[src/rtl/core/cbf_pkg.sv]
// Shared constants and controller/datapath interface types for the Bezier flattener.
package cbf_pkg;

  localparam int COORD_W      = 32;
  localparam int SEGMENTS_DEF = 20;
  localparam int CTRL_PTS     = 4;
  localparam int AXIS_STAGES  = 8;

  typedef logic signed [COORD_W-1:0] coord_t;

  // controller -> datapath
  typedef struct packed {
    logic load;   // capture command operands, update current point
    logic issue;  // start one curve sample at the current k
  } cbf_cmd_t;

  // datapath -> controller
  typedef struct packed {
    logic s1_busy;  // coefficient stage still holds a sample
    logic adv;      // pipeline advances this cycle
  } cbf_stat_t;

endpackage

[src/rtl/core/cbf_ctrl.sv]
// Command controller: takes transactions and issues one curve sample per cycle while the pipeline advances.
module cbf_ctrl #(
  parameter int SEGMENTS = cbf_pkg::SEGMENTS_DEF
) (
  input  logic                            clk_i,
  input  logic                            rst_ni,
  input  logic                            in_valid_i,
  output logic                            in_stall_o,
  input  logic                            opcode_i,
  input  cbf_pkg::cbf_stat_t              stat_i,
  output cbf_pkg::cbf_cmd_t               cmd_o,
  output logic [$clog2(SEGMENTS+1)-1:0]   k_o
);

  localparam int KW = $clog2(SEGMENTS + 1);

  typedef enum logic [1:0] {
    ST_IDLE  = 2'b01,
    ST_ISSUE = 2'b10
  } cbf_state_e;

  cbf_state_e      state_q, state_d;
  logic [KW-1:0]   k_q, k_d;
  logic            accept;

  assign in_stall_o = !((state_q == ST_IDLE) && !stat_i.s1_busy);
  assign accept     = in_valid_i && !in_stall_o;

  assign cmd_o.load  = accept;
  assign cmd_o.issue = (state_q == ST_ISSUE) && stat_i.adv;
  assign k_o         = k_q;

  always_comb begin
    state_d = state_q;
    k_d     = k_q;
    unique case (state_q)
      ST_IDLE: begin
        if (accept) begin
          state_d = ST_ISSUE;
          k_d     = opcode_i ? KW'(1) : KW'(SEGMENTS);
        end
      end
      ST_ISSUE: begin
        if (stat_i.adv) begin
          if (k_q == KW'(SEGMENTS)) begin
            state_d = ST_IDLE;
          end else begin
            k_d = k_q + KW'(1);
          end
        end
      end
      default: begin
        state_d = ST_IDLE;
      end
    endcase
  end

  always_ff @(posedge clk_i or negedge rst_ni) begin
    if (!rst_ni) begin
      state_q <= ST_IDLE;
      k_q     <= '0;
    end else begin
      state_q <= state_d;
      k_q     <= k_d;
    end
  end

endmodule

[config.mk]
export PLATFORM = sky130hd
export DESIGN_NAME = cbf_ctrl
export DESIGN_NICKNAME = d
export VERILOG_FILES = /design/src/rtl/core/cbf_pkg.sv /design/src/rtl/core/cbf_ctrl.sv
export SDC_FILE = /design/constraint.sdc
export NUM_CORES = 1
export LEC_CHECK = 0
export BUFFER_PORTS_ARGS = -buffer_cell sky130_fd_sc_hd__buf_2
export CORE_AREA = 2 2 39 41
export DETAILED_ROUTE_END_ITERATION = 6
export DIE_AREA = 0 0 41 43
export GPL_ROUTABILITY_DRIVEN = 0
export HOLD_SLACK_MARGIN = 0.15
export PLACE_DENSITY = 0.61
export SYNTH_ARGS = -nofsm -noshare
export SYNTH_HDL_FRONTEND = slang
export SYNTH_SLANG_ARGS = --single-unit
export TNS_END_PERCENT = 1
[constraint.sdc]
create_clock -name clk_i -period 3.5 [get_ports clk_i]
set_input_delay 0.35 -clock clk_i [delete_from_list [all_inputs] [get_ports clk_i]]
set_output_delay 0.35 -clock clk_i [all_outputs]
set_load 0.005 [all_outputs]
==> results.yml, run 1 <==
status:
  status: "finished, final reports clean"
routing:
  dr.pass1.iters: 7
  drtIter0Drc: 19
  wl_per_cell_microns: 11.5
  ant_nets: 0
  wirelength_microns: 877
  route.detailed.drc: 0
  vias: 374
  vias_per_cell: 4.92
clock_network:
  insertion_delay_ns: 0.26
  htreeDepth: 1
  cts_tree: "done"
  cts_sinks: 7
  cts-root-buf: "clkbuf_4"
  ctsResizeCount: 0
  cts_inserted_buffers: 3
  post-cts-setup-buffers: 0
  cts.clk_slew.worst_paths_ns: 0.06
  cts_max_path_buffers: 2
worst_hold_path:
  hold_end: "state_q[1]"
  hp-class: "in2reg"
  holdPathStages: 2
  min_from: "stat_i[0]"
timing:
  fmax_mhz: 584
  period_share: 0.490
  slew_viol_final: 0
  fin_ws_ns: 1.79
  skew_ns: 0.000340
  min_period_ns: 1.71
  slew_headroom: 0.830
  worstMarginPinSlew_ns: 0.251
  setup_viol: 0
  hold_viol_final: 0
  rsz0062_at_grt: "false"
  fin_tns_setup_ns: 0
critical_path:
  critPathLaunchType: "flip-flop"
  critPathLaunch: "state_q[0]"
  cp_cell_sequence: "or3b_2, buf_2"
  worst-path-buf-inv: 1
  r2r_cells: 6
  crit_required_ns: 3.15
  reg2reg_from: "k_o[0]"
  crit_fanout: 4
  r2r_setup_slack_ns: 2.02
  path_delay_family: "flip-flops"
  cp_slowest_stage_delay_ns: 0.54
  arrival_ns: 1.36
  path_class: "reg2out"
  critPathCaptureType: "output pin"
  r2r-end: "k_o[0]"
  slowest_stage: "dfstp_2"
layout:
  finalNonFillerCells: 76
  drive_gt1_frac: 0.367
  fin_util: 0.384
  syn_to_final_growth_pct: 27.6
  fill_cells: 152
  nets: 69
  num_antenna_cells: 0
logic_synthesis:
  ys_ff_latch: 7
  synth_top_cell_by_area: "dfrtp_1"
  syn_area_sq_um: 417
  synthTopCellsByCount: "7 x o21ai_0, 6 x dfrtp_1, 4 x inv_1"
  synthCells: 43
  synth-main-ff-cell: "dfrtp_1"
  post-synth-top-count-cell: "o21ai_0"
  synth_cell_type_count: 23
  netlist.area_leader.share: 0.360
  syn_area_per_cell_sq_um: 9.69
  synth_edf_count: 0
  yosysSeqAreaShare: 0.423
  synth_nets: 51
  async_flop_share: 1.00
  synth_area_leaders: "dfrtp_1 36%, o21ai_0 8.4%, dfstp_2 6.3%"
  yosys_warnings: 0
global_route:
  antenna_found_initial: 0
  grt_pass1_wl_mm: 1.39
  overflow: 0
  grt_start_max_net_pins: 11
  first_global_vias: 331
  grtUsageTotal: 0.119
placement:
  pre_cts_slack_ns: 2.02
  place.port_buffers: 13
  placed_cells: 71
  place_hpwl_microns: 651
die:
  ioPinCount: 14
  die_h_microns: 43
  start_util: 0.301
  row_count: 14
  die_area_sq_um: 1760
  coreArea_sq_um: 1380
  die_w_microns: 41
job:
  cap_violations: 0
power_and_ir_drop:
  p_leak_nw: 0.249
  power_density_nw_per_um2: 491
  ir_drop_uv: 198
-- cells in the final DEF (no fill, tap or decap) --
cell type	netlist	layout
buf_2	0	13
o21ai_0	7	7
dfrtp_1	6	6
inv_1	4	4
nor2_1	3	3
clkbuf_4	0	3
a21oi_1	2	2
a31oi_1	2	2
nand2_1	2	2
ha_1	2	2
or3b_2	1	1
and4bb_4	1	1
and2b_2	1	1
and2_1	1	1
nand2b_1	1	1
nand4b_1	1	1
a31oi_4	1	1
or3_1	1	1
o21ai_1	1	1
a41oi_1	1	1
nand3_1	1	1
and2_0	1	1
o41ai_1	1	1
clkinv_2	0	1
dlygate4sd3_1	0	1
dfstp_2	1	1
-- routing by layer --
metal / share of wire / track usage / up-vias / wire [microns]
li1: - / - / 190 / -
met3: 0.089 / 0.0314 / 0 / 78
met4: 0 / 0.0800 / 0 / 0
met5: 0 / 0 / - / 0
met2: 0.44 / 0.150 / 18 / 390
met1: 0.46 / 0.170 / 166 / 407
-- state kept, by name, indices dropped and copies added (netlist names) --
name and count:
k_o 5, state_q 2
-- where the power goes --
group          internal [mW]  switching [mW]  leakage [nW]  total, mW
Sequential            0.0983          0.0201        0.0886      0.118
Combinational         0.0321          0.0336         0.143     0.0657
Clock                 0.0420          0.0351        0.0177     0.0772
-- metrics by stage --
step	cell area, sq um	power [mW]	hold slack [ns]
after global placement	494	0.184	0.193
after detailed placement	494	0.186	0.194
after global routing	532	0.287	0.359
after CTS	532	0.267	0.357
after floorplan	417	0.155	0.0544
final	532	0.261	0.360
-- worst max path at each step --
| stage | to | slack, ns | depth (start not counted) |
|---|---|---|---|
| final | in_stall_o | 1.79 | 2 |
| after global routing | cmd_o[0] | 1.72 | 3 |
| after CTS | in_stall_o | 1.77 | 2 |
| after detailed placement | k_o[0] | 2.02 | 6 |
| after global placement | k_o[0] | 2.03 | 6 |
| after floorplan | k_o[0] | 2.12 | 6 |
-- area by class of cell --
type                       instances  area, sq um  area share
multi-input combinational         31          218       0.409
clock inverter                     1         5.00     0.00941
clock buffer                       3         22.5      0.0424
sequential                         7          176       0.332
inverter                           4         15.0      0.0282
timing repair buffer              14         75.1       0.141
tap                               16         20.0      0.0376
-- kinds of logic after synthesis --
logic type	synth area share
AND/OR/NAND/NOR	0.219
buffers and inverters	0.0541
adder cells (fa/ha/maj)	0.0601
AO/OA/AOI/OAI	0.243
flip-flops	0.423
-- worst reg2reg max path: stages, from the launching register on --
cell      delay [ns]
dfrtp_1         0.40
inv_1           0.08
ha_1            0.20
nand4b_1        0.14
a31oi_4         0.15
or3_1           0.36
o21ai_0         0.08
-- repair_timing --
action,in CTS,in global routing
hold buffers,1,0
endpoints found under the hold margin,7,0
setup endpoints to repair,0,0
No activity file was read; power rests on OpenSTA's default activity.
==> inputs of run 2 (changes only) <==
--- a/config.mk
+++ b/config.mk
@@ -5,13 +5,14 @@
 export SDC_FILE = /design/constraint.sdc
 export NUM_CORES = 1
 export LEC_CHECK = 0
+export ABC_AREA = 1
 export BUFFER_PORTS_ARGS = -buffer_cell sky130_fd_sc_hd__buf_2
 export CORE_AREA = 2 2 39 41
 export DETAILED_ROUTE_END_ITERATION = 6
 export DIE_AREA = 0 0 41 43
 export GPL_ROUTABILITY_DRIVEN = 0
 export HOLD_SLACK_MARGIN = 0.15
-export PLACE_DENSITY = 0.61
+export PLACE_DENSITY = 0.72
 export SYNTH_ARGS = -nofsm -noshare
 export SYNTH_HDL_FRONTEND = slang
 export SYNTH_SLANG_ARGS = --single-unit
==> constraint.sdc (replaced) <==
create_clock -name clk_i -period 1.4 [get_ports clk_i]
set_input_delay 0.14 -clock clk_i [delete_from_list [all_inputs] [get_ports clk_i]]
set_output_delay 0.14 -clock clk_i [all_outputs]
set_load 0.005 [all_outputs]
==> run 2 against run 1 <==
Combinational power rose to 11 times the previous value. Clock skew rose by 0.0023 ns. Final cell count increased by 28%. Worst setup slack worse by 1.7 ns. Global-route usage grew 0.96 points. Largest power group is now combinational logic. Highest routed layer unchanged.
==> results.yml, run 2 <==
timing:
  hold_viol_final: 0
  setup_viol: 0
  slew_viol_final: 0
  worstMarginPinSlew_ns: 0.232
  rsz0062_at_grt: "false"
  fmax_mhz: 787
  fin_tns_setup_ns: 0
  min_period_ns: 1.27
  skew_ns: 0.00265
  period_share: 0.907
  slew_headroom: 0.845
critical_path:
  critPathLaunch: "state_q[0]"
  crit_required_ns: 1.26
  path_delay_family: "flip-flops"
  cp_cell_sequence: "nor2_4, inv_4, nor2_1, buf_2"
  reg2reg_from: "k_o[0]"
  critPathLaunchType: "flip-flop"
  path_class: "reg2out"
  critPathCaptureType: "output pin"
  arrival_ns: 1.13
  slowest_stage: "dfstp_2"
  r2r_setup_slack_ns: 0.13
  cp_slowest_stage_delay_ns: 0.57
  worst-path-buf-inv: 2
  crit_fanout: 6
global_route:
  grtUsageTotal: 0.129
  overflow: 0
  grt_pass1_wl_mm: 1.53
  antenna_found_initial: 0
  first_global_vias: 395
  grt_start_max_net_pins: 8
clock_network:
  cts_tree: "done"
  holdBufCountCts: 1
  cts_max_path_buffers: 2
  htreeDepth: 1
  insertion_delay_ns: 0.24
  cts_sinks: 7
  cts.clk_slew.worst_paths_ns: 0.05
  cts-root-buf: "clkbuf_4"
  post-cts-setup-buffers: 0
  cts_inserted_buffers: 3
  ctsResizeCount: 0
die:
  start_util: 0.382
  die_area_sq_um: 1760
  die_h_microns: 43
  row_count: 14
  coreArea_sq_um: 1380
  die_w_microns: 41
  ioPinCount: 14
routing:
  wirelength_microns: 906
  vias_per_cell: 4.59
  dr.pass1.iters: 2
  drtIter0Drc: 2
  ant_nets: 0
  route.detailed.drc: 0
  vias: 445
  wl_per_cell_microns: 9.34
layout:
  nets: 90
  layout.cells.most_common: "nand2_1"
  stdcell_area_sq_um: 644
  finalNonFillerCells: 97
  syn_to_final_growth_pct: 21.7
  drive_gt1_frac: 0.383
  num_antenna_cells: 0
  final_cell_mix: "16 x nand2_1, 13 x buf_2, 9 x nand3_1"
  largest_reg_flops: 5
logic_synthesis:
  ys_ff_latch: 7
  synth_area_leaders: "dfrtp_1 28%, nand2_1 11%, nand3_1 8.5%"
  synth_nets: 72
  post-synth-top-count-cell: "nand2_1"
  yosys_warnings: 0
  yosysSeqAreaShare: 0.333
  async_flop_share: 1.00
  synth_top_cell_by_area: "dfrtp_1"
  netlist.area_leader.share: 0.284
  synth-main-ff-cell: "dfrtp_1"
  syn_area_sq_um: 529
  synthCells: 64
  synthTopCellsByCount: "16 x nand2_1, 9 x nand3_1, 6 x dfrtp_1, 6 x inv_1, 4 x nor2_1"
  syn_area_per_cell_sq_um: 8.27
  synth_edf_count: 0
  synth_cell_type_count: 21
placement:
  placed_area_sq_um: 607
  placed_cells: 92
  place.port_buffers: 13
  place_hpwl_microns: 780
job:
  cap_violations: 0
power_and_ir_drop:
  p_leak_nw: 0.350
  power_density_nw_per_um2: 2010
  ir_drop_uv: 953
status:
  status: "finished, final reports clean"
worst_hold_path:
  min_from: "stat_i[0]"
  hp-class: "in2reg"
run 2: cell type report:
cell class	instances	area, sq um
Sequential cell	7	176
Inverter	10	40.0
Clock inverter	1	5.00
Clock buffer	3	22.5
Fill cell	140	739
Tap cell	16	20.0
Timing Repair Buffer	14	75.1
Multi-Input combinational cell	46	305
run 2: stage by stage:
step,util,hold WS [ns],power [mW],worst slack (ns)
final,0.466,0.248,1.29,0.130
after global routing,0.466,0.240,1.43,0.0202
after CTS,0.466,0.239,1.31,0.104
after detailed placement,0.439,-0.0237,1.13,0.123
after global placement,0.439,-0.0247,1.12,0.172
after floorplan,-,-0.156,0.963,0.186
run 2: cells by family (layout without fill, tap and decap cells):
logic type / count (synthesis) / count (layout) / share of synthesized area
AO/OA/AOI/OAI: 5 / 5 / 0.0969
XOR/XNOR: 1 / 1 / 0.0166
adder cells (fa/ha/maj): 2 / 2 / 0.0473
buffers and inverters: 11 / 28 / 0.0898
flip-flops: 7 / 7 / 0.333
AND/OR/NAND/NOR: 38 / 38 / 0.416
run 2: tightest hold or removal path, delay by kind of cell:
kind	cells	cell delay, ns
buffers and inverters	1	0.13
AND/OR/NAND/NOR	1	0.16
AO/OA/AOI/OAI	1	0.05
run 2: worst paths after layout:
path,cells after the start,end
hold reg to reg,2,k_o[1]
hold / removal,3,state_q[0]
min in group asynchronous,2,k_o[0]
setup / recovery,4,cmd_o[0]
setup reg to reg,7,state_q[1]
max in group asynchronous,2,state_q[0]
run 2: report_power, final:
| group | leakage, nW | switching, mW | internal, mW |
|---|---|---|---|
| clock | 0.0177 | 0.0692 | 0.104 |
| combinational | 0.245 | 0.428 | 0.288 |
| sequential | 0.0880 | 0.105 | 0.300 |
| total | 0.350 | 0.602 | 0.692 |
run 2: layer usage:
layer / GRT usage / wire [microns] / up-vias
li1: - / - / 235
met1: 0.166 / 412 / 206
met2: 0.184 / 468 / 4
met3: 0.0314 / 25 / 0
met4: 0.0800 / 0 / 0
met5: 0 / 0 / -
